File: src/hdl/tsps_pkg.sv
package tsps_pkg;

    // Number of sensors polled in one round.
    localparam int NUM_SENSORS = 4;

    // Index, count and data widths; most follow from the sensor count.
    localparam int IDX_W  = (NUM_SENSORS > 1) ? $clog2(NUM_SENSORS) : 1;
    localparam int CNT_W  = $clog2(NUM_SENSORS + 1);
    localparam int RD_W   = 12;
    localparam int SUM_W  = RD_W + $clog2(NUM_SENSORS);
    // A reading LSB is 1/16 C; the average is given in 1/256 C.
    localparam int FRAC_SHIFT = 4;
    localparam int DIV_W  = SUM_W + FRAC_SHIFT;

    // Divisor of the average, kept signed so that the quotient truncates
    // toward zero.
    localparam logic signed [DIV_W-1:0] SENSOR_DIV = DIV_W'(NUM_SENSORS);

    // Fixed field widths.
    localparam int CMD_W      = 2;
    localparam int XS_W       = 2;
    localparam int BYTE_W     = 8;
    localparam int MSG_W      = 2;
    localparam int AVG_W      = 16;
    localparam int TOTAL_W    = 32;
    localparam int PROC_W     = 8;
    localparam int RAMP_W     = 8;
    localparam int CFG_IDX_W  = 1;
    localparam int CFG_DATA_W = 8;

    // Commands.
    localparam logic [CMD_W-1:0] CMD_START = 2'd0;
    localparam logic [CMD_W-1:0] CMD_XFER  = 2'd1;
    localparam logic [CMD_W-1:0] CMD_WDOG  = 2'd2;

    // Transfer status codes.
    localparam logic [XS_W-1:0] XS_COMPLETE = 2'd0;
    localparam logic [XS_W-1:0] XS_NAK      = 2'd1;

    // Configuration register indexes.
    localparam logic [CFG_IDX_W-1:0] CFG_TEST_MODE = 1'd0;
    localparam logic [CFG_IDX_W-1:0] CFG_WD_MIN    = 1'd1;

    localparam logic [PROC_W-1:0]        WD_MIN_RESET = 8'd8;
    localparam logic [PROC_W-1:0]        PROC_MAX     = 8'd255;
    localparam logic signed [RAMP_W-1:0] RAMP_RESET   = -8'sd41;
    localparam logic signed [RAMP_W-1:0] RAMP_TOP     = 8'sd60;
    localparam logic signed [RAMP_W-1:0] RAMP_BOTTOM  = -8'sd40;

    typedef logic signed [RD_W-1:0]  t_reading;
    typedef logic signed [SUM_W-1:0] t_sum;

    typedef struct packed {
        logic [CMD_W-1:0]  cmd;
        logic [XS_W-1:0]   xfer_status;
        logic [BYTE_W-1:0] rx_high;
        logic [BYTE_W-1:0] rx_low;
    } t_in_item;

    typedef struct packed {
        logic                    start_msg;
        logic [MSG_W-1:0]        msg_index;
        logic                    repeat_start;
        logic                    stop_cond;
        logic                    bus_reset;
        logic                    avg_valid;
        logic signed [AVG_W-1:0] avg_temp;
        logic [TOTAL_W-1:0]      reset_total;
    } t_out_item;

    typedef struct packed {
        logic                    start;
        logic signed [DIV_W-1:0] dividend;
    } t_div_req;

    typedef struct packed {
        logic                    done;
        logic signed [AVG_W-1:0] quotient;
    } t_div_rsp;

    typedef enum logic [1:0] {
        S_IDLE,
        S_SUM,
        S_DIV,
        S_DONE
    } t_state;

endpackage

File: src/hdl/tsps_in_if.sv
interface tsps_in_if import tsps_pkg::*; ();
    logic     valid;
    logic     ready;
    t_in_item data;

    modport source (output valid, output data, input ready);
    modport sink (input valid, input data, output ready);
endinterface

File: src/hdl/tsps_out_if.sv
interface tsps_out_if import tsps_pkg::*; ();
    logic      valid;
    logic      ready;
    t_out_item data;

    modport source (output valid, output data, input ready);
    modport sink (input valid, input data, output ready);
endinterface

File: src/hdl/tsps_ram.sv
module tsps_ram #(
    parameter int WIDTH = 8,
    parameter int DEPTH = 4
) (
    input  logic                                         i_clk,
    input  logic                                         i_we,
    input  logic [((DEPTH > 1) ? $clog2(DEPTH) : 1)-1:0] i_waddr,
    input  logic [WIDTH-1:0]                             i_wdata,
    input  logic [((DEPTH > 1) ? $clog2(DEPTH) : 1)-1:0] i_raddr,
    output logic [WIDTH-1:0]                             o_rdata
);

    logic [WIDTH-1:0] mem [DEPTH];

    always_ff @(posedge i_clk) begin
        if (i_we) begin
            mem[i_waddr] <= i_wdata;
        end
        o_rdata <= mem[i_raddr];
    end

endmodule

File: src/hdl/tsps_div.sv
module tsps_div import tsps_pkg::*; (
    input  logic     i_clk,
    input  logic     i_rst_n,
    input  t_div_req i_req,
    output t_div_rsp o_rsp
);

    // The dividend is divided by the sensor count (a power of two) with a
    // signed divide; the quotient truncates toward zero and is ready, with
    // done, in the cycle after the start.
    logic                    r_done;
    logic signed [AVG_W-1:0] r_quot;

    always_ff @(posedge i_clk) begin
        if (!i_rst_n) begin
            r_done <= 1'b0;
        end else begin
            r_done <= i_req.start;
        end
    end

    always_ff @(posedge i_clk) begin
        if (i_req.start) begin
            r_quot <= AVG_W'($signed(i_req.dividend) / SENSOR_DIV);
        end
    end

    assign o_rsp.done     = r_done;
    assign o_rsp.quotient = r_quot;

endmodule

File: src/hdl/temp_sensor_poll_sequencer.sv
// Channel   Modport   Beat carries
// i_in      sink      cmd, xfer_status, rx_high, rx_low
// o_out     source    start_msg, msg_index, repeat_start, stop_cond, bus_reset,
//                     avg_valid, avg_temp, reset_total
// i_cfg_*   write     register index, write data (test_mode, watchdog_min_count)
//
// Every input beat yields exactly one output beat. Most beats pass through
// the result register and S_DONE into the output register; back-pressure
// holds the block in S_DONE, and no new beat is taken until it is back in
// S_IDLE. A read that closes a round goes through one read of the reading
// RAM per sensor, the last read data, the hand-off of the sum to the
// divider, the registered divide by the sensor count and the output load.
// Reset is synchronous and active low; the reading store is cleared at once
// by per-entry valid bits, so no clearing pass is needed.
// The output register lets the next input beat be taken while a result is
// still waiting downstream.
module temp_sensor_poll_sequencer import tsps_pkg::*; (
    input  logic                  i_clk,
    input  logic                  i_rst_n,
    tsps_in_if.sink               i_in,
    tsps_out_if.source            o_out,
    input  logic                  i_cfg_we,
    input  logic [CFG_IDX_W-1:0]  i_cfg_idx,
    input  logic [CFG_DATA_W-1:0] i_cfg_data
);

    // Control and sequencing state.
    t_state                    r_state,     n_state;
    logic                      r_test_mode, n_test_mode;
    logic [PROC_W-1:0]         r_wd_min,    n_wd_min;
    logic [IDX_W-1:0]          r_cur,       n_cur;
    logic                      r_retry,     n_retry;
    logic [PROC_W-1:0]         r_proc,      n_proc;
    logic [TOTAL_W-1:0]        r_brst_cnt,  n_brst_cnt;
    logic [CNT_W-1:0]          r_reads,     n_reads;
    logic [NUM_SENSORS-1:0]    r_valid,     n_valid;
    logic signed [RAMP_W-1:0]  r_ramp,      n_ramp;
    logic                      r_rising,    n_rising;
    logic [CNT_W-1:0]          r_cnt,       n_cnt;
    logic                      r_pend,      n_pend;
    logic                      r_out_vld,   n_out_vld;

    // Payload registers.
    logic                      r_pend_ok,   n_pend_ok;
    t_sum                      r_acc,       n_acc;
    t_out_item                 r_res,       n_res;
    t_out_item                 r_out,       n_out;

    // Reading RAM and divider connections.
    logic                      ram_we;
    logic [IDX_W-1:0]          ram_waddr;
    logic [RD_W-1:0]           ram_wdata;
    logic [IDX_W-1:0]          ram_raddr;
    logic [RD_W-1:0]           ram_rdata;
    t_div_req                  div_req;
    t_div_rsp                  div_rsp;

    function automatic logic [MSG_W-1:0] f_msg(input logic [IDX_W-1:0] idx);
        logic [31:0] wide;
        wide = 32'(idx);
        return wide[MSG_W-1:0];
    endfunction

    tsps_ram #(
        .WIDTH (RD_W),
        .DEPTH (NUM_SENSORS)
    ) u_ram (
        .i_clk   (i_clk),
        .i_we    (ram_we),
        .i_waddr (ram_waddr),
        .i_wdata (ram_wdata),
        .i_raddr (ram_raddr),
        .o_rdata (ram_rdata)
    );

    tsps_div u_div (
        .i_clk   (i_clk),
        .i_rst_n (i_rst_n),
        .i_req   (div_req),
        .o_rsp   (div_rsp)
    );

    always_comb begin
        logic                     advance;
        logic                     go_sum;
        logic                     issue;
        logic signed [RAMP_W-1:0] ramp_nx;
        logic [15:0]              raw;

        n_state     = r_state;
        n_test_mode = r_test_mode;
        n_wd_min    = r_wd_min;
        n_cur       = r_cur;
        n_retry     = r_retry;
        n_proc      = r_proc;
        n_brst_cnt  = r_brst_cnt;
        n_reads     = r_reads;
        n_valid     = r_valid;
        n_ramp      = r_ramp;
        n_rising    = r_rising;
        n_cnt       = r_cnt;
        n_pend      = 1'b0;
        n_pend_ok   = 1'b0;
        n_acc       = r_acc;
        n_res       = r_res;
        n_out       = r_out;
        n_out_vld   = r_out_vld && !o_out.ready;

        advance   = 1'b0;
        go_sum    = 1'b0;
        issue     = 1'b0;
        ramp_nx   = r_ramp;
        raw       = {i_in.data.rx_high, i_in.data.rx_low};

        ram_we    = 1'b0;
        ram_waddr = r_cur;
        // The sensor register is big-endian; its top twelve bits are the
        // signed reading.
        ram_wdata = raw[15:16-RD_W];
        ram_raddr = r_cnt[IDX_W-1:0];

        div_req.start    = 1'b0;
        div_req.dividend = {r_acc, {FRAC_SHIFT{1'b0}}};

        // The user must write configuration only while the block is idle; the block itself does not enforce this.
        if (i_cfg_we) begin
            case (i_cfg_idx)
                CFG_TEST_MODE: n_test_mode = i_cfg_data[0];
                CFG_WD_MIN:    n_wd_min    = i_cfg_data;
                default: ;
            endcase
        end

        case (r_state)
            S_IDLE: begin
                if (i_in.valid) begin
                    n_res             = '0;
                    n_res.msg_index   = f_msg(r_cur);
                    n_res.reset_total = r_brst_cnt;
                    case (i_in.data.cmd)
                        CMD_START: begin
                            // Starts the round at message 0 without moving
                            // the current index.
                            n_res.start_msg = 1'b1;
                            n_res.msg_index = '0;
                        end
                        CMD_XFER: begin
                            advance = 1'b1;
                            case (i_in.data.xfer_status)
                                XS_COMPLETE: begin
                                    ram_we         = 1'b1;
                                    n_valid[r_cur] = 1'b1;
                                    if (r_test_mode) begin
                                        // The triangle ramp turns round at
                                        // its top and bottom values.
                                        if (r_rising) begin
                                            ramp_nx = r_ramp + 8'sd1;
                                            if (ramp_nx >= RAMP_TOP) begin
                                                n_rising = 1'b0;
                                            end
                                        end else begin
                                            ramp_nx = r_ramp - 8'sd1;
                                            if (ramp_nx <= RAMP_BOTTOM) begin
                                                n_rising = 1'b1;
                                            end
                                        end
                                        n_ramp          = ramp_nx;
                                        n_res.avg_valid = 1'b1;
                                        n_res.avg_temp  = {ramp_nx, 8'b0};
                                    end else if (r_reads >= CNT_W'(NUM_SENSORS - 1)) begin
                                        // Last read of a round: sum the
                                        // stored readings, then average.
                                        n_reads = '0;
                                        go_sum  = 1'b1;
                                    end else begin
                                        n_reads = r_reads + CNT_W'(1);
                                    end
                                end
                                XS_NAK: begin
                                    if (!r_retry) begin
                                        // First refusal retries the same
                                        // message.
                                        n_retry            = 1'b1;
                                        n_res.repeat_start = 1'b1;
                                        advance            = 1'b0;
                                    end else begin
                                        n_retry         = 1'b0;
                                        n_res.stop_cond = 1'b1;
                                    end
                                end
                                default: ;
                            endcase
                            if (advance) begin
                                if (r_cur == IDX_W'(NUM_SENSORS - 1)) begin
                                    n_cur           = '0;
                                    n_res.msg_index = '0;
                                end else begin
                                    n_cur           = r_cur + IDX_W'(1);
                                    n_res.start_msg = 1'b1;
                                    n_res.msg_index = f_msg(r_cur + IDX_W'(1));
                                end
                                if (r_proc != PROC_MAX) begin
                                    n_proc = r_proc + PROC_W'(1);
                                end
                            end
                        end
                        CMD_WDOG: begin
                            // Too little bus traffic since the last tick
                            // asks for a bus controller reset.
                            if (r_proc <= r_wd_min) begin
                                n_res.bus_reset   = 1'b1;
                                n_brst_cnt        = r_brst_cnt + TOTAL_W'(1);
                                n_res.reset_total = r_brst_cnt + TOTAL_W'(1);
                            end
                            n_proc = '0;
                        end
                        default: ;
                    endcase
                    if (go_sum) begin
                        n_cnt   = '0;
                        n_acc   = '0;
                        n_state = S_SUM;
                    end else begin
                        n_state = S_DONE;
                    end
                end
            end
            S_SUM: begin
                // One RAM read issued per cycle; the read data is registered and returns in the next cycle.
                // Entries never written since reset count as zero.
                issue = (r_cnt < CNT_W'(NUM_SENSORS));
                if (issue) begin
                    n_pend    = 1'b1;
                    n_pend_ok = r_valid[r_cnt[IDX_W-1:0]];
                    n_cnt     = r_cnt + CNT_W'(1);
                end
                if (r_pend && r_pend_ok) begin
                    n_acc = r_acc + SUM_W'(t_reading'(ram_rdata));
                end
                if (!issue && !r_pend) begin
                    div_req.start = 1'b1;
                    n_state       = S_DIV;
                end
            end
            S_DIV: begin
                if (div_rsp.done) begin
                    n_res.avg_valid = 1'b1;
                    n_res.avg_temp  = div_rsp.quotient;
                    n_state         = S_DONE;
                end
            end
            S_DONE: begin
                if (!r_out_vld || o_out.ready) begin
                    n_out_vld = 1'b1;
                    n_out     = r_res;
                    n_state   = S_IDLE;
                end
            end
            default: begin
                n_state = S_IDLE;
            end
        endcase
    end

    always_ff @(posedge i_clk) begin
        if (!i_rst_n) begin
            r_state     <= S_IDLE;
            r_test_mode <= 1'b0;
            r_wd_min    <= WD_MIN_RESET;
            r_cur       <= '0;
            r_retry     <= 1'b0;
            r_proc      <= '0;
            r_brst_cnt  <= '0;
            r_reads     <= '0;
            r_valid     <= '0;
            r_ramp      <= RAMP_RESET;
            r_rising    <= 1'b1;
            r_cnt       <= '0;
            r_pend      <= 1'b0;
            r_out_vld   <= 1'b0;
        end else begin
            r_state     <= n_state;
            r_test_mode <= n_test_mode;
            r_wd_min    <= n_wd_min;
            r_cur       <= n_cur;
            r_retry     <= n_retry;
            r_proc      <= n_proc;
            r_brst_cnt  <= n_brst_cnt;
            r_reads     <= n_reads;
            r_valid     <= n_valid;
            r_ramp      <= n_ramp;
            r_rising    <= n_rising;
            r_cnt       <= n_cnt;
            r_pend      <= n_pend;
            r_out_vld   <= n_out_vld;
        end
    end

    always_ff @(posedge i_clk) begin
        r_pend_ok <= n_pend_ok;
        r_acc     <= n_acc;
        r_res     <= n_res;
        r_out     <= n_out;
    end

    assign i_in.ready  = (r_state == S_IDLE);
    assign o_out.valid = r_out_vld;
    assign o_out.data  = r_out;

endmodule

File: src/flat_wrapper.sv
// flat-port wrapper written by rule: the top's interface ports become plain ports
module temp_sensor_poll_sequencer_flat import tsps_pkg::*;
  (i_clk, i_rst_n, i_cfg_we, i_cfg_idx, i_cfg_data, i_in_valid, i_in_data, i_in_ready, o_out_valid, o_out_data, o_out_ready);
  tsps_in_if i_in_i ();
  tsps_out_if o_out_i ();
  input  logic i_clk;
  input  logic i_rst_n;
  input  logic i_cfg_we;
  input  logic [CFG_IDX_W-1:0] i_cfg_idx;
  input  logic [CFG_DATA_W-1:0] i_cfg_data;
  input wire logic [$bits(i_in_i.valid)-1:0] i_in_valid;
  input wire logic [$bits(i_in_i.data)-1:0] i_in_data;
  output wire logic [$bits(i_in_i.ready)-1:0] i_in_ready;
  output wire logic [$bits(o_out_i.valid)-1:0] o_out_valid;
  output wire logic [$bits(o_out_i.data)-1:0] o_out_data;
  input wire logic [$bits(o_out_i.ready)-1:0] o_out_ready;
  assign i_in_i.valid = i_in_valid;
  assign i_in_i.data = i_in_data;
  assign i_in_ready = i_in_i.ready;
  assign o_out_valid = o_out_i.valid;
  assign o_out_data = o_out_i.data;
  assign o_out_i.ready = o_out_ready;
  temp_sensor_poll_sequencer u_core (.i_clk(i_clk), .i_rst_n(i_rst_n), .i_in(i_in_i), .o_out(o_out_i), .i_cfg_we(i_cfg_we), .i_cfg_idx(i_cfg_idx), .i_cfg_data(i_cfg_data));
endmodule
File: config.mk
export PLATFORM = sky130hd
export DESIGN_NAME = temp_sensor_poll_sequencer_flat
export DESIGN_NICKNAME = d
export VERILOG_FILES = /design/src/hdl/tsps_pkg.sv /design/src/hdl/tsps_in_if.sv /design/src/hdl/tsps_out_if.sv /design/src/hdl/tsps_ram.sv /design/src/hdl/tsps_div.sv /design/src/hdl/temp_sensor_poll_sequencer.sv /design/src/flat_wrapper.sv
export SDC_FILE = /design/constraint.sdc
export NUM_CORES = 1
export LEC_CHECK = 0
export BUFFER_PORTS_ARGS = -buffer_cell sky130_fd_sc_hd__buf_2
export CORE_MARGIN = 1
export CORE_UTILIZATION = 40
export CTS_BUF_LIST = sky130_fd_sc_hd__clkbuf_2
export CTS_CLUSTER_DIAMETER = 50
export DETAILED_ROUTE_END_ITERATION = 16
export HOLD_SLACK_MARGIN = 0.15
export REMOVE_ABC_BUFFERS = 1
export SYNTH_ARGS = -nofsm -noshare
export SYNTH_HDL_FRONTEND = slang
export SYNTH_SLANG_ARGS = --single-unit
export TNS_END_PERCENT = 1
File: constraint.sdc
create_clock -name i_clk -period 4.4 [get_ports i_clk]
set_input_delay 0.88 -clock i_clk [delete_from_list [all_inputs] [get_ports i_clk]]
set_output_delay 0.88 -clock i_clk [all_outputs]
set_load 0.02 [all_outputs]
After elaboration in Yosys (flattened, before gate mapping)
Memories as Yosys holds them, arrays and structs flattened. A register that Yosys moved wholly into a read port is not among the register bits.
Cells that the tools add are included.
{"block": "op_classes", "add_sub_neg": 8, "n_lt_le_gt_ge": 8, "eq_ne": 17, "n_mux": 62, "n_bitwise": 3, "n_reduce_logical": 32}
{"cell": "17-bit 2-to-1 mux", "n": 4}
{"cell": "32-bit 2-to-1 mux", "n": 2}
{"cell": "49-bit 2-to-1 mux", "n": 1}
{"cell": "14-bit 2-to-1 mux", "n": 3}
{"cell": "17-bit case mux with 2 select lines", "n": 1}
{"cell": "32-bit by 1-bit adder with 32-bit output (second input constant)", "n": 1}
{"cell": "1-bit 2-to-1 mux", "n": 30}
{"cell": "14-bit case mux with 2 select lines", "n": 1}
{"cell": "8-bit 2-to-1 mux", "n": 3}
{"cell": "4-bit AND reduction", "n": 6}
{"cell": "8-bit case mux with 2 select lines", "n": 1}
{"cell": "3-bit 2-to-1 mux", "n": 5}
{"cell": "5-bit AND reduction", "n": 3}
{"cell": "14-bit by 12-bit adder with 14-bit output", "n": 1}
{"cell": "2-bit by 1-bit inequality test with 1-bit output (second input constant)", "n": 7}
{"cell": "2-bit AND reduction", "n": 7}
{"cell": "2-bit 2-to-1 mux", "n": 6}
{"cell": "3-bit case mux with 2 select lines", "n": 2}
{"cell": "8-bit by 1-bit adder with 8-bit output (second input constant)", "n": 1}
{"cell": "8-bit by 2-bit adder with 8-bit output (second input constant)", "n": 1}
{"cell": "2-bit equality test (second input constant)", "n": 4}
{"cell": "8-bit by 7-bit greater-or-equal comparator with 1-bit output (second input constant)", "n": 1}
{"cell": "8-bit by 7-bit less-or-equal comparator with 1-bit output (second input constant)", "n": 1}
{"cell": "8-bit less-or-equal comparator", "n": 1}
{"cell": "21 further kinds", "n": 37}
{"block": "totals", "regBits": 215, "ram_bits": 48, "elab_cells": 165, "memories": 1}
{"name": "u_core.u_ram.mem", "depth": 4, "word_bits": 12, "read_ports": 1, "rd_ports_with_merged_regs": 1, "wr": 1, "line_no": "tsps_ram.sv:13", "text": "logic [WIDTH-1:0] mem [DEPTH];"}

Logic depth before layout (Yosys ltp)
Gate-level depths: netlist of the first run.
{"block": "logic_depth", "depth_word": 10, "depth_mapped": 9, "depth_no_buf": 9}

Hierarchy
Synthesis of the first run repeated with hierarchy kept, for this count alone.
{"block": "hier_totals", "cells_unflattened": 988, "area_unflattened_um2": 12124.1}
{"module": "temp_sensor_poll_sequencer", "n_inst": 1, "cells_per_inst": 849, "area_each_um2": 9270.1}
{"module": "tsps_ram", "n_inst": 1, "cells_per_inst": 78, "area_each_um2": 2006.9}
{"module": "tsps_div", "n_inst": 1, "cells_per_inst": 61, "area_each_um2": 847.1}

Worst setup path before layout of the first run
OpenSTA, ideal clock, no wires.
{"block": "synth_timing", "path_kind": "input port to flip-flop", "startpoint": "in o_out_ready", "endpoint": "reg u_core.r_out (netlist bit u_core.o_out.data[0]) (enable)", "setup_ns": 0.470, "arrival_time_ns": 3.310, "setup_slack_ns": 0.620, "path_stages": 2, "cell_sequence": "nor2b_1 -> nor2b_1"}
{"block": "synth_via", "elab_chain_len": 2}
{"item": "from (decl)", "line_no": "flat_wrapper.sv:16", "text": "input wire logic [$bits(o_out_i.ready)-1:0] o_out_ready;"}
{"item": "1-bit logical OR", "line_no": "temp_sensor_poll_sequencer.sv:253", "text": "if (!r_out_vld || o_out.ready) begin"}
{"item": "2-bit AND reduction (no source line)"}
{"item": "to (signal assigned)", "line_no": "temp_sensor_poll_sequencer.sv:303", "text": "r_out <= n_out;"}
{"item": "to (decl)", "line_no": "temp_sensor_poll_sequencer.sv:47", "text": "t_out_item r_out, n_out;"}
No other way between the ends.
A chain may end at the register's enable or synchronous reset.

Final worst setup path of the first run
{"block": "layout_timing", "startpoint": "reg u_core.r_proc[0]", "endpoint": "reg u_core.r_res[30] (netlist bit), data pin"}
{"block": "layout_via", "elab_chain_len": 3}
{"item": "from (decl)", "line_no": "temp_sensor_poll_sequencer.sv:33", "text": "logic [PROC_W-1:0] r_proc, n_proc;"}
{"item": "from (signal assigned)", "line_no": "temp_sensor_poll_sequencer.sv:287", "text": "r_proc <= n_proc;"}
{"item": "8-bit less-or-equal comparator", "line_no": "temp_sensor_poll_sequencer.sv:210", "text": "if (r_proc <= r_wd_min) begin"}
{"item": "32-bit 2-to-1 mux", "line_no": "temp_sensor_poll_sequencer.sv:210"}
{"item": "32-bit 2-to-1 mux"}
{"item": "to (signal assigned)", "line_no": "temp_sensor_poll_sequencer.sv:302", "text": "r_res <= n_res;"}
{"item": "to (decl)", "line_no": "temp_sensor_poll_sequencer.sv:46", "text": "t_out_item r_res, n_res;"}
No other way between the ends.

==> out/qor.yml, run 1 <==
power:
  intPower_mw: 4.333
  p_per_area_nw_per_um2: 456.3
  pwr-share-clk_pct: 32.2
  p_leak_nw: 5.042
  peakVddDrop_mv: 0.1870
  switching_share_pct: 28.23
  p_switching_mw: 1.704
  combPwrFrac_pct: 14.8
  power.total_mw: 6.037
  seqPwrFrac_pct: 53.1
setup_path:
  critPathRequiredTime_ps: 4950
  critPathMaxStageDelay_ps: 560
  cp_max_fo: 16
  crit_chain: "inv_1 > ha_1 > nand4_1 > nor2b_1 > o21ai_0 > nand3_1 > clkinv_1 > nand4_1 > xnor2_1"
  cp-end-kind: "flop"
  critPathKind: "flop to flop"
  slowest_stage: "clkinv_1"
  start_kind: "flop"
  cp_common_cell: "nand4_1"
  arrival_ps: 3480
status:
  status: "finished clean"
timing:
  finalSetupTns_ps: 0
  period_share_pct: 66.73
  fin_crit_ps: 2936
  setup_violations: 0
  rsz0062_at_grt: "false"
  fmax_mhz: 340.6
  final_hold_viol_count: 0
  maxSlewHeadroom_pct: 22.92
  drv_slew: 0
  tightest_slew_ps: 1152
  fin_skew_ps: 35.63
floorplan:
  die_y_um: 172.8
  dieArea_um2: 29850
  die_x_um: 172.8
  initial_core_util_pct: 40.64
  fp-row-count: 62
  core_um2: 28700
  io_pins: 91
clock_tree:
  cts_max_path_buffers: 3
  htree_levels: 3
  cts_hold_buf: 0
  clock_sinks: 271
  path_clk_slew_ps: 110
  cts_tree: "built"
  postCtsResizedCells: 0
  cts-root-buf: "clkbuf_2"
  post-cts-setup-buffers: 0
  cts_buffers: 71
  clock_latency_ps: 830
yosys:
  synth_ff_type: "edfxtp_1"
  synth_area_um2: 11660
  synth-edff-count: 182
  async_reset_ff_share_pct: 0
  ys_ff_latch: 271
  yosysWarnings: 0
  synth_cell_types: 75
  seq_area_frac_synth_pct: 62.13
  postSynthCellCount: 940
  postSynthAreaPerCell_um2: 12.41
finish:
  nFillCells: 2731
  nNetsFinal: 1140
  multiInputGateArea_um2: 4084
  regArea_um2: 7247
  final_common_cell: "edfxtp_1"
  post_layout_nonfiller_instances: 1508
  layout-drive-gt1-share_pct: 21.64
  syn_to_final_growth_pct: 13.44
  final_cell_mix: "182 x edfxtp_1, 106 x clkbuf_2, 89 x dfxtp_1"
global_routing:
  antenna_found_initial: 1
  grt_pass1_wl_um: 35770
  busiest_layer: "met2"
  overflow: 0
  grt_pass1_vias: 7166
  grt_max_degree: 42
  grtUsageMet3_pct: 3.386
  use_met2_pct: 22.66
  met1_usage_pct: 20.25
  track_usage_pct: 14.83
detailed_routing:
  ant_nets: 0
  first_pass_iters: 5
  wire_per_inst_um: 14.45
  drt-total-wl_um: 21790
  drtIter0Drc: 371
  drc: 0
  viasPerCell: 4.907
  route.vias.total: 7400
placement:
  port_buffers: 84
  gp_congestion: 0.8009
  dpl.cell_count: 1376
  hpwl_um: 14390
job:
  max-cap-violations: 0
worst_hold_path:
  hold_class: "input pin to flop"
==> cell usage after synthesis, types with 4 or more instances <==
| master | number | area [um^2] |
|---|---|---|
| nand4_1 | 19 | 118.9 |
| o21a_1 | 9 | 67.56 |
| nand2_1 | 83 | 311.6 |
| a21o_1 | 7 | 52.55 |
| a21oi_1 | 32 | 160.2 |
| edfxtp_1 | 182 | 5465 |
| nor2b_1 | 8 | 50.05 |
| clkbuf_1 | 32 | 120.1 |
| xnor2_1 | 36 | 315.3 |
| nand2b_1 | 19 | 118.9 |
| o31ai_1 | 7 | 52.55 |
| and2_1 | 16 | 100.1 |
| ha_1 | 40 | 500.5 |
| nor4_1 | 16 | 100.1 |
| inv_1 | 37 | 138.9 |
| mux4_2 | 13 | 292.8 |
| xor2_1 | 34 | 297.8 |
| a22o_1 | 5 | 43.79 |
| dfxtp_1 | 89 | 1782 |
| nor2_1 | 79 | 296.5 |
| buf_2 | 4 | 20.02 |
| o21ai_0 | 18 | 90.09 |
| or3_1 | 6 | 37.54 |
| nand3_1 | 31 | 155.2 |
| a211oi_1 | 8 | 60.06 |
| nor3_1 | 19 | 95.09 |
| mux2i_1 | 16 | 160.2 |
| buf_4 | 4 | 30.03 |
| nor3b_1 | 4 | 30.03 |
==> routing by layer <==
layer	part of all wire (%)	up-vias	routed length (um)
met2	45	173	9883
met3	5.3	29	1164
met4	1.5	0	331
met5	0	-	0
li1	-	3711	-
met1	48	3487	10410
==> area by class of cell <==
| type | instances | share of cell area, % |
|---|---|---|
| antenna | 1 | 0.01891 |
| clock buffer | 106 | 4.009 |
| clock inverter | 25 | 1.740 |
| inverter | 39 | 1.106 |
| multi-input combinational | 586 | 30.87 |
| sequential | 271 | 54.77 |
| tap | 384 | 3.631 |
| timing repair buffer | 96 | 3.858 |
==> cell families (layout without fill, tap and decap cells) <==
group                    Yosys count  count (layout)  share of synthesized area [%]
AO/OA/AOI/OAI                    119             119                          6.919
XOR/XNOR                          70              70                          5.256
adder cells (fa/ha/maj)           41              41                          4.463
buffers and inverters             84             266                          2.950
flip-flops                       271             271                          62.13
multiplexers                      30              30                          3.980
other                              1               3                        0.03215
AND/OR/NAND/NOR                  324             324                          14.27
==> power by group through the flow <==
stage	clock [mW]	combinational, mW	sequential [mW]
6_report	1.94	0.891	3.21
5_1_grt	2.16	0.994	3.24
4_1_cts	2.03	0.905	3.21
3_5_place_dp	0	0.902	3.27
3_3_place_gp	0	0.892	3.26
2_1_floorplan	0	0.531	3.32
==> final timing paths <==
path | start | to | slack, ps | depth (start not counted)
min | i_in_data[7] | u_core.u_ram.mem[0][3]$_DFFE_PP_ | 290 | 1
min reg2reg | u_core.r_res[2]$_DFFE_PP_ | u_core.o_out.data[2]$_DFFE_PP_ | 410 | 0
max reg2reg | u_core.r_proc[0]$_SDFFE_PN0P_ | u_core.r_res[30]$_DFFE_PP_ | 1460 | 9
max | u_core.r_proc[0]$_SDFFE_PN0P_ | u_core.r_res[30]$_DFFE_PP_ | 1460 | 9
==> flip-flops by register name, indices dropped and copies added (netlist names), 3 cells and up <==
signal,flops
u_core.r_wd_min,8
u_core.u_ram.o_rdata,12
u_core.r_cnt,3
u_core.r_proc,8
u_core.r_ramp,8
u_core.r_valid,4
u_core.r_brst_cnt,32
u_core.r_reads,3
u_core.o_out.data,53
u_core.r_acc,14
u_core.u_div.r_quot,14
u_core.r_res,53
u_core.u_ram.mem,48
==> stage by stage <==
| stage | worst slack [ps] | hold WS (ps) | cell area, um^2 | utilization [%] |
|---|---|---|---|---|
| 6_report | 1464 | 292.4 | 13230 | 46.10 |
| 5_1_grt | 1225 | 221.0 | 13230 | 46.10 |
| 4_1_cts | 1474 | 202.8 | 13230 | 46.09 |
| 3_5_place_dp | 1176 | 404.5 | 12470 | 43.44 |
| 3_3_place_gp | 1210 | 402.7 | 12470 | 43.44 |
| 2_1_floorplan | 506.2 | 400.3 | 11470 | - |
==> critical path, delay by kind of cell, from the launching register on <==
| kind | cells | cell delay [ps] |
|---|---|---|
| XOR/XNOR | 1 | 110 |
| adder cells (fa/ha/maj) | 1 | 300 |
| buffers and inverters | 2 | 640 |
| AND/OR/NAND/NOR | 4 | 1060 |
| AO/OA/AOI/OAI | 1 | 110 |
| flip-flops | 1 | 450 |
Note: power is estimated with default switching activity, not from simulation.
==> inputs of run 2 (changes only) <==
==> constraint.sdc (replaced) <==
create_clock -name i_clk -period 2.9 [get_ports i_clk]
set_input_delay 0.58 -clock i_clk [delete_from_list [all_inputs] [get_ports i_clk]]
set_output_delay 0.58 -clock i_clk [all_outputs]
set_load 0.02 [all_outputs]
==> run 2 against run 1 <==
Worst hold slack worse by 42 ps. Via count is 2.5% higher. Critical endpoint is now u_core.r_acc[10]$_SDFFCE_PN0P_. Non-clock buffer count is 51 higher.
==> out/qor.yml, run 2 (synthesis results as in run 1) <==
detailed_routing:
  first_pass_iters: 4
  viasPerCell: 4.905
  drtIter0Drc: 339
  route.vias.total: 7588
  drt-total-wl_um: 22330
  drc: 0
  ant_nets: 0
  wire_per_inst_um: 14.43
floorplan:
  fp-row-count: 62
  initial_core_util_pct: 40.64
  core_um2: 28700
  die_y_um: 172.8
  dieArea_um2: 29850
  io_pins: 91
  die_x_um: 172.8
placement:
  placed_cell_area_um2: 12630
  gp_congestion: 0.8201
  hpwl_um: 14890
  port_buffers: 84
  dpl.cell_count: 1396
finish:
  final_cell_mix: "182 x edfxtp_1, 104 x clkbuf_2, 89 x dfxtp_1"
  post-route-util_pct: 47.38
  syn_to_final_growth_pct: 16.60
  nNetsFinal: 1188
  final_area_um2: 13600
  post_layout_nonfiller_instances: 1547
  layout-drive-gt1-share_pct: 21.94
  final_common_cell: "edfxtp_1"
power:
  p_leak_nw: 5.202
  p_per_area_nw_per_um2: 660.1
  peakVddDrop_mv: 0.2402
timing:
  maxSlewHeadroom_pct: 52.32
  period_share_pct: 90.77
  fin_crit_ps: 2632
  rsz0062_at_grt: "false"
  fmax_mhz: 379.9
  drv_slew: 0
  final_hold_viol_count: 0
  setup_violations: 0
  tightest_slew_ps: 715.2
  fin_skew_ps: 47.74
setup_path:
  crit_chain: "ha_1 > inv_1 > fa_1 > nor2b_1 > o21ai_1 > a21boi_1 > o31a_1 > buf_4 > nand4b_1 > or4b_2"
  cp_max_fo: 3
  critPathRequiredTime_ps: 3410
  critPathMaxStageDelay_ps: 570
  slowest_stage: "or4b_2"
  crit_family: "simple AND/OR/NAND/NOR gates"
  start_kind: "flop"
  arrival_ps: 3150
  critPathKind: "flop to flop"
  worst-path-buf-inv: 2
  cp-end-kind: "flop"
clock_tree:
  cts-root-buf: "clkbuf_2"
  htree_levels: 3
  clock_latency_ps: 790
  clock_sinks: 271
  path_clk_slew_ps: 100
  cts_max_path_buffers: 3
  cts_buffers: 68
  cts_tree: "built"
global_routing:
  track_usage_pct: 15.32
  grt_pass1_wl_um: 37170
  antenna_found_initial: 1
  overflow: 0
  grt_pass1_vias: 7531
  grt_max_degree: 46
status:
  status: "finished clean"
job:
  max-cap-violations: 0
worst_hold_path:
  hold_class: "input pin to flop"
run 2: changes by cell type in the layout (fill, tap and decap cells not counted), moves of 2 or more:
cell	delta
buf_4	+19
clkbuf_2	-2
clkinv_1	-4
bufinv_16	-2
clkinv_2	-4
dlygate4sd3_1	+31
run 2: final timing paths:
| kind | endpoint | startpoint | slack, ps | cells after the start |
|---|---|---|---|---|
| worst max register to register | u_core.r_acc[10]$_SDFFCE_PN0P_ | u_core.r_acc[0]$_SDFFCE_PN0P_ | 270 | 10 |
| worst max-delay path | u_core.r_acc[10]$_SDFFCE_PN0P_ | u_core.r_acc[0]$_SDFFCE_PN0P_ | 270 | 10 |
| worst min-delay path | u_core.r_res[50]$_SDFFCE_PN0P_ | i_in_data[16] | 250 | 3 |
| worst min register to register | u_core.o_out.data[8]$_DFFE_PP_ | u_core.r_res[8]$_DFFE_PP_ | 420 | 0 |
run 2: final cells by class:
type                    count  area [um^2]
flip-flops and latches    271         7247
fillers                  2664        15100
clock inverters            15        135.1
inverters                  39        146.4
well taps                 384        480.5
clock buffers             104        520.5
multi-input cells         586         4084
repair buffers            147        983.4
diodes                      1        2.502
run 2: stage by stage:
| stage | hold slack (ps) | total power [mW] | worst slack, ps | TNS [ps] |
|---|---|---|---|---|
| floorplan | 400.3 | 5.836 | -956.0 | -47430 |
| global placement | 402.9 | 6.368 | 186.1 | 0 |
| detailed placement | 404.5 | 6.389 | 139.7 | 0 |
| CTS | 156.0 | 9.128 | 145.0 | 0 |
| global route | 188.7 | 9.502 | 72.40 | 0 |
| finish | 250.4 | 8.977 | 267.7 | 0 |
run 2: per-layer routing:
metal	share of wire, %	GRT usage [%]	up-vias
li1	-	-	3788
met1	49	21.22	3583
met2	44	23.00	179
met3	5.0	3.672	38
met4	2.0	6.453	0
met5	0	0	-
run 2: report_power, final:
part	internal [mW]	switching [mW]	total (mW)	leakage (nW)
combinational	0.510	0.962	1.47	2.29
sequential	4.72	0.125	4.84	2.42
clock	1.21	1.46	2.66	0.496
total	6.43	2.54	8.98	5.20
run 2: worst register-to-register path: stages, from the launching register on:
cell	delay, ps
edfxtp_1	400
ha_1	240
inv_1	70
fa_1	180
nor2b_1	60
o21ai_1	180
a21boi_1	110
o31a_1	310
buf_4	150
nand4b_1	80
or4b_2	570
run 2: what timing repair did:
| action | CTS | global route |
|---|---|---|
| endpoints found under the setup margin | 0 | 1 |
| buffers inserted | 0 | 0 |
| endpoints found under the hold margin | 58 | 0 |
| hold buffers | 31 | 0 |
| gates resized for setup | 0 | 2 |
==> inputs of run 3 (changes only) <==
--- a/config.mk
+++ b/config.mk
@@ -9,9 +9,10 @@
 export CORE_MARGIN = 1
 export CORE_UTILIZATION = 40
 export CTS_BUF_LIST = sky130_fd_sc_hd__clkbuf_2
-export CTS_CLUSTER_DIAMETER = 50
+export CTS_CLUSTER_DIAMETER = 30
 export DETAILED_ROUTE_END_ITERATION = 16
 export HOLD_SLACK_MARGIN = 0.15
+export PLACE_DENSITY = 0.64
 export REMOVE_ABC_BUFFERS = 1
 export SYNTH_ARGS = -nofsm -noshare
 export SYNTH_HDL_FRONTEND = slang
==> constraint.sdc (replaced) <==
create_clock -name i_clk -period 3.4 [get_ports i_clk]
set_input_delay 0.68 -clock i_clk [delete_from_list [all_inputs] [get_ports i_clk]]
set_output_delay 0.68 -clock i_clk [all_outputs]
set_load 0.02 [all_outputs]
==> run 3 against run 2 <==
Non-clock buffer count decreased by 24. Register-to-register slack improved by 310 ps. Via count decreased by 1.4%. Clock power decreased by 12%. Clock skew increased by 17 ps. Cell count decreased by 0.52%. Worst setup slack improved by 310 ps. Utilization decreased by 0.54 points. Critical endpoint unchanged.
==> out/qor.yml, run 3 (synthesis results as in run 1) <==
setup_path:
  reg2reg_to: "u_core.r_acc[10]$_SDFFCE_PN0P_"
  r2r_setup_slack_ps: 580
  critPathLaunch: "u_core.r_acc[0]$_SDFFCE_PN0P_"
  arrival_ps: 3360
  crit_end: "u_core.r_acc[10]$_SDFFCE_PN0P_"
  critPathRequiredTime_ps: 3940
  cp_max_fo: 4
  r2r_start: "u_core.r_acc[0]$_SDFFCE_PN0P_"
  start_kind: "flop"
  reg2reg_depth: 9
  cp-end-kind: "flop"
  critPathKind: "flop to flop"
clock_tree:
  cts_max_path_buffers: 3
  clock_latency_ps: 820
  cts_buffers: 75
  post-cts-setup-buffers: 0
  cts-root-buf: "clkbuf_2"
  cts_tree: "built"
  path_clk_slew_ps: 100
  clock_sinks: 271
  htree_levels: 3
placement:
  gp_congestion: 0.8266
  port_buffers: 84
  dpl_worst_slack_ps: 516.4
  dpl.cell_count: 1383
  hpwl_um: 14550
timing:
  fmax_mhz: 354.0
  fin_ws_ps: 575.2
  maxSlewHeadroom_pct: 44.02
  period_share_pct: 83.08
  drv_slew: 0
  rsz0062_at_grt: "false"
  fin_skew_ps: 64.69
  fin_crit_ps: 2825
  final_hold_viol_count: 0
  whs_ps: 246.8
  setup_violations: 0
  tightest_slew_ps: 838.0
detailed_routing:
  drt-total-wl_um: 21660
  first_pass_iters: 4
  drc: 0
  viasPerCell: 4.862
  ant_nets: 0
  route.vias.total: 7483
  wire_per_inst_um: 14.08
  drtIter0Drc: 379
finish:
  final_common_cell: "edfxtp_1"
  syn_to_final_growth_pct: 15.28
  nFillCells: 2677
  layout-drive-gt1-share_pct: 22.44
  final_cell_mix: "182 x edfxtp_1, 114 x clkbuf_2, 89 x dfxtp_1"
  nNetsFinal: 1171
  post_layout_nonfiller_instances: 1539
global_routing:
  busiest_layer: "met2"
  grt_pass1_wl_um: 35560
  use_met2_pct: 22.53
  grt_pass1_vias: 7323
  met1_usage_pct: 19.65
  overflow: 0
  grtUsageMet3_pct: 3.210
  antenna_found_initial: 1
  grt_max_degree: 37
  track_usage_pct: 14.66
worst_hold_path:
  hold_class: "input pin to flop"
  holdPathStages: 3
status:
  status: "finished clean"
floorplan:
  fp-row-count: 62
  die_x_um: 172.8
  core_um2: 28700
  io_pins: 91
  die_y_um: 172.8
  dieArea_um2: 29850
  initial_core_util_pct: 40.64
power:
  p_leak_nw: 5.167
  peakVddDrop_mv: 0.2163
  p_per_area_nw_per_um2: 570.4
job:
  max-cap-violations: 0
[run 3: cell count changes in the layout (fill, tap and decap cells not counted), moves of 2 or more]
cell / before / now
clkinv_2: 0 / 6
dlygate4sd3_1: 31 / 20
buf_4: 31 / 18
clkbuf_2: 104 / 114
inv_2: 1 / 3
[run 3: worst min path at each step]
stage | endpoint | slack [ps] | start
2_1_floorplan | u_core.o_out.data[0]$_DFFE_PP_ | 400 | u_core.r_res[0]$_DFFE_PP_
3_3_place_gp | u_core.o_out.data[52]$_DFFE_PP_ | 400 | u_core.r_res[52]$_DFFE_PP_
3_5_place_dp | u_core.o_out.data[12]$_DFFE_PP_ | 400 | u_core.r_res[12]$_DFFE_PP_
4_1_cts | u_core.r_wd_min[5]$_SDFFE_PN0P_ | 150 | i_cfg_idx
5_1_grt | u_core.r_wd_min[5]$_SDFFE_PN0P_ | 210 | i_cfg_we
6_report | u_core.r_wd_min[5]$_SDFFE_PN0P_ | 250 | i_cfg_idx
[run 3: critical path, stage by stage (launching register included)]
cell      delay [ps]
edfxtp_1         370
ha_1             190
inv_1             70
fa_1             370
nor2b_1          150
o21ai_0          120
a21boi_0         310
o31a_1           270
nor4_1            80
or4b_2           650
[run 3: final cells by class]
type	count	area (um^2)	share of cell area [%]
diodes	1	2.502	0.01861
well taps	384	480.5	3.573
inverters	39	146.4	1.089
flip-flops and latches	271	7247	53.90
repair buffers	123	775.7	5.770
clock buffers	114	570.5	4.243
clock inverters	21	138.9	1.033
multi-input cells	586	4084	30.37
[run 3: power by group]
group	switching, mW	internal, mW	total (mW)
Combinational	0.792	0.398	1.19
Sequential	0.117	4.02	4.14
Clock	1.29	1.04	2.34
Total	2.20	5.47	7.67
[run 3: what timing repair did]
action                                 4_1_cts  5_1_grt
hold buffers                                20        0
endpoints found under the hold margin       57        0
resized for setup                            0        0
[run 3: routing by layer]
layer | vias to the layer above | share of wire, %
met5 | - | 0
met1 | 3498 | 48
met4 | 0 | 2.0
met3 | 34 | 5.2
li1 | 3777 | -
met2 | 174 | 45
[run 3: stage by stage]
| step | util [%] | TNS [ps] | cell area (um^2) | power (mW) |
|---|---|---|---|---|
| 6_report | 46.84 | 0 | 13450 | 7.670 |
| 5_1_grt | 46.84 | 0 | 13450 | 8.132 |
| 4_1_cts | 46.84 | 0 | 13440 | 7.814 |
| 3_5_place_dp | 43.67 | 0 | 12530 | 5.409 |
| 3_3_place_gp | 43.67 | 0 | 12530 | 5.385 |
| 2_1_floorplan | - | -12540 | 11470 | 4.978 |
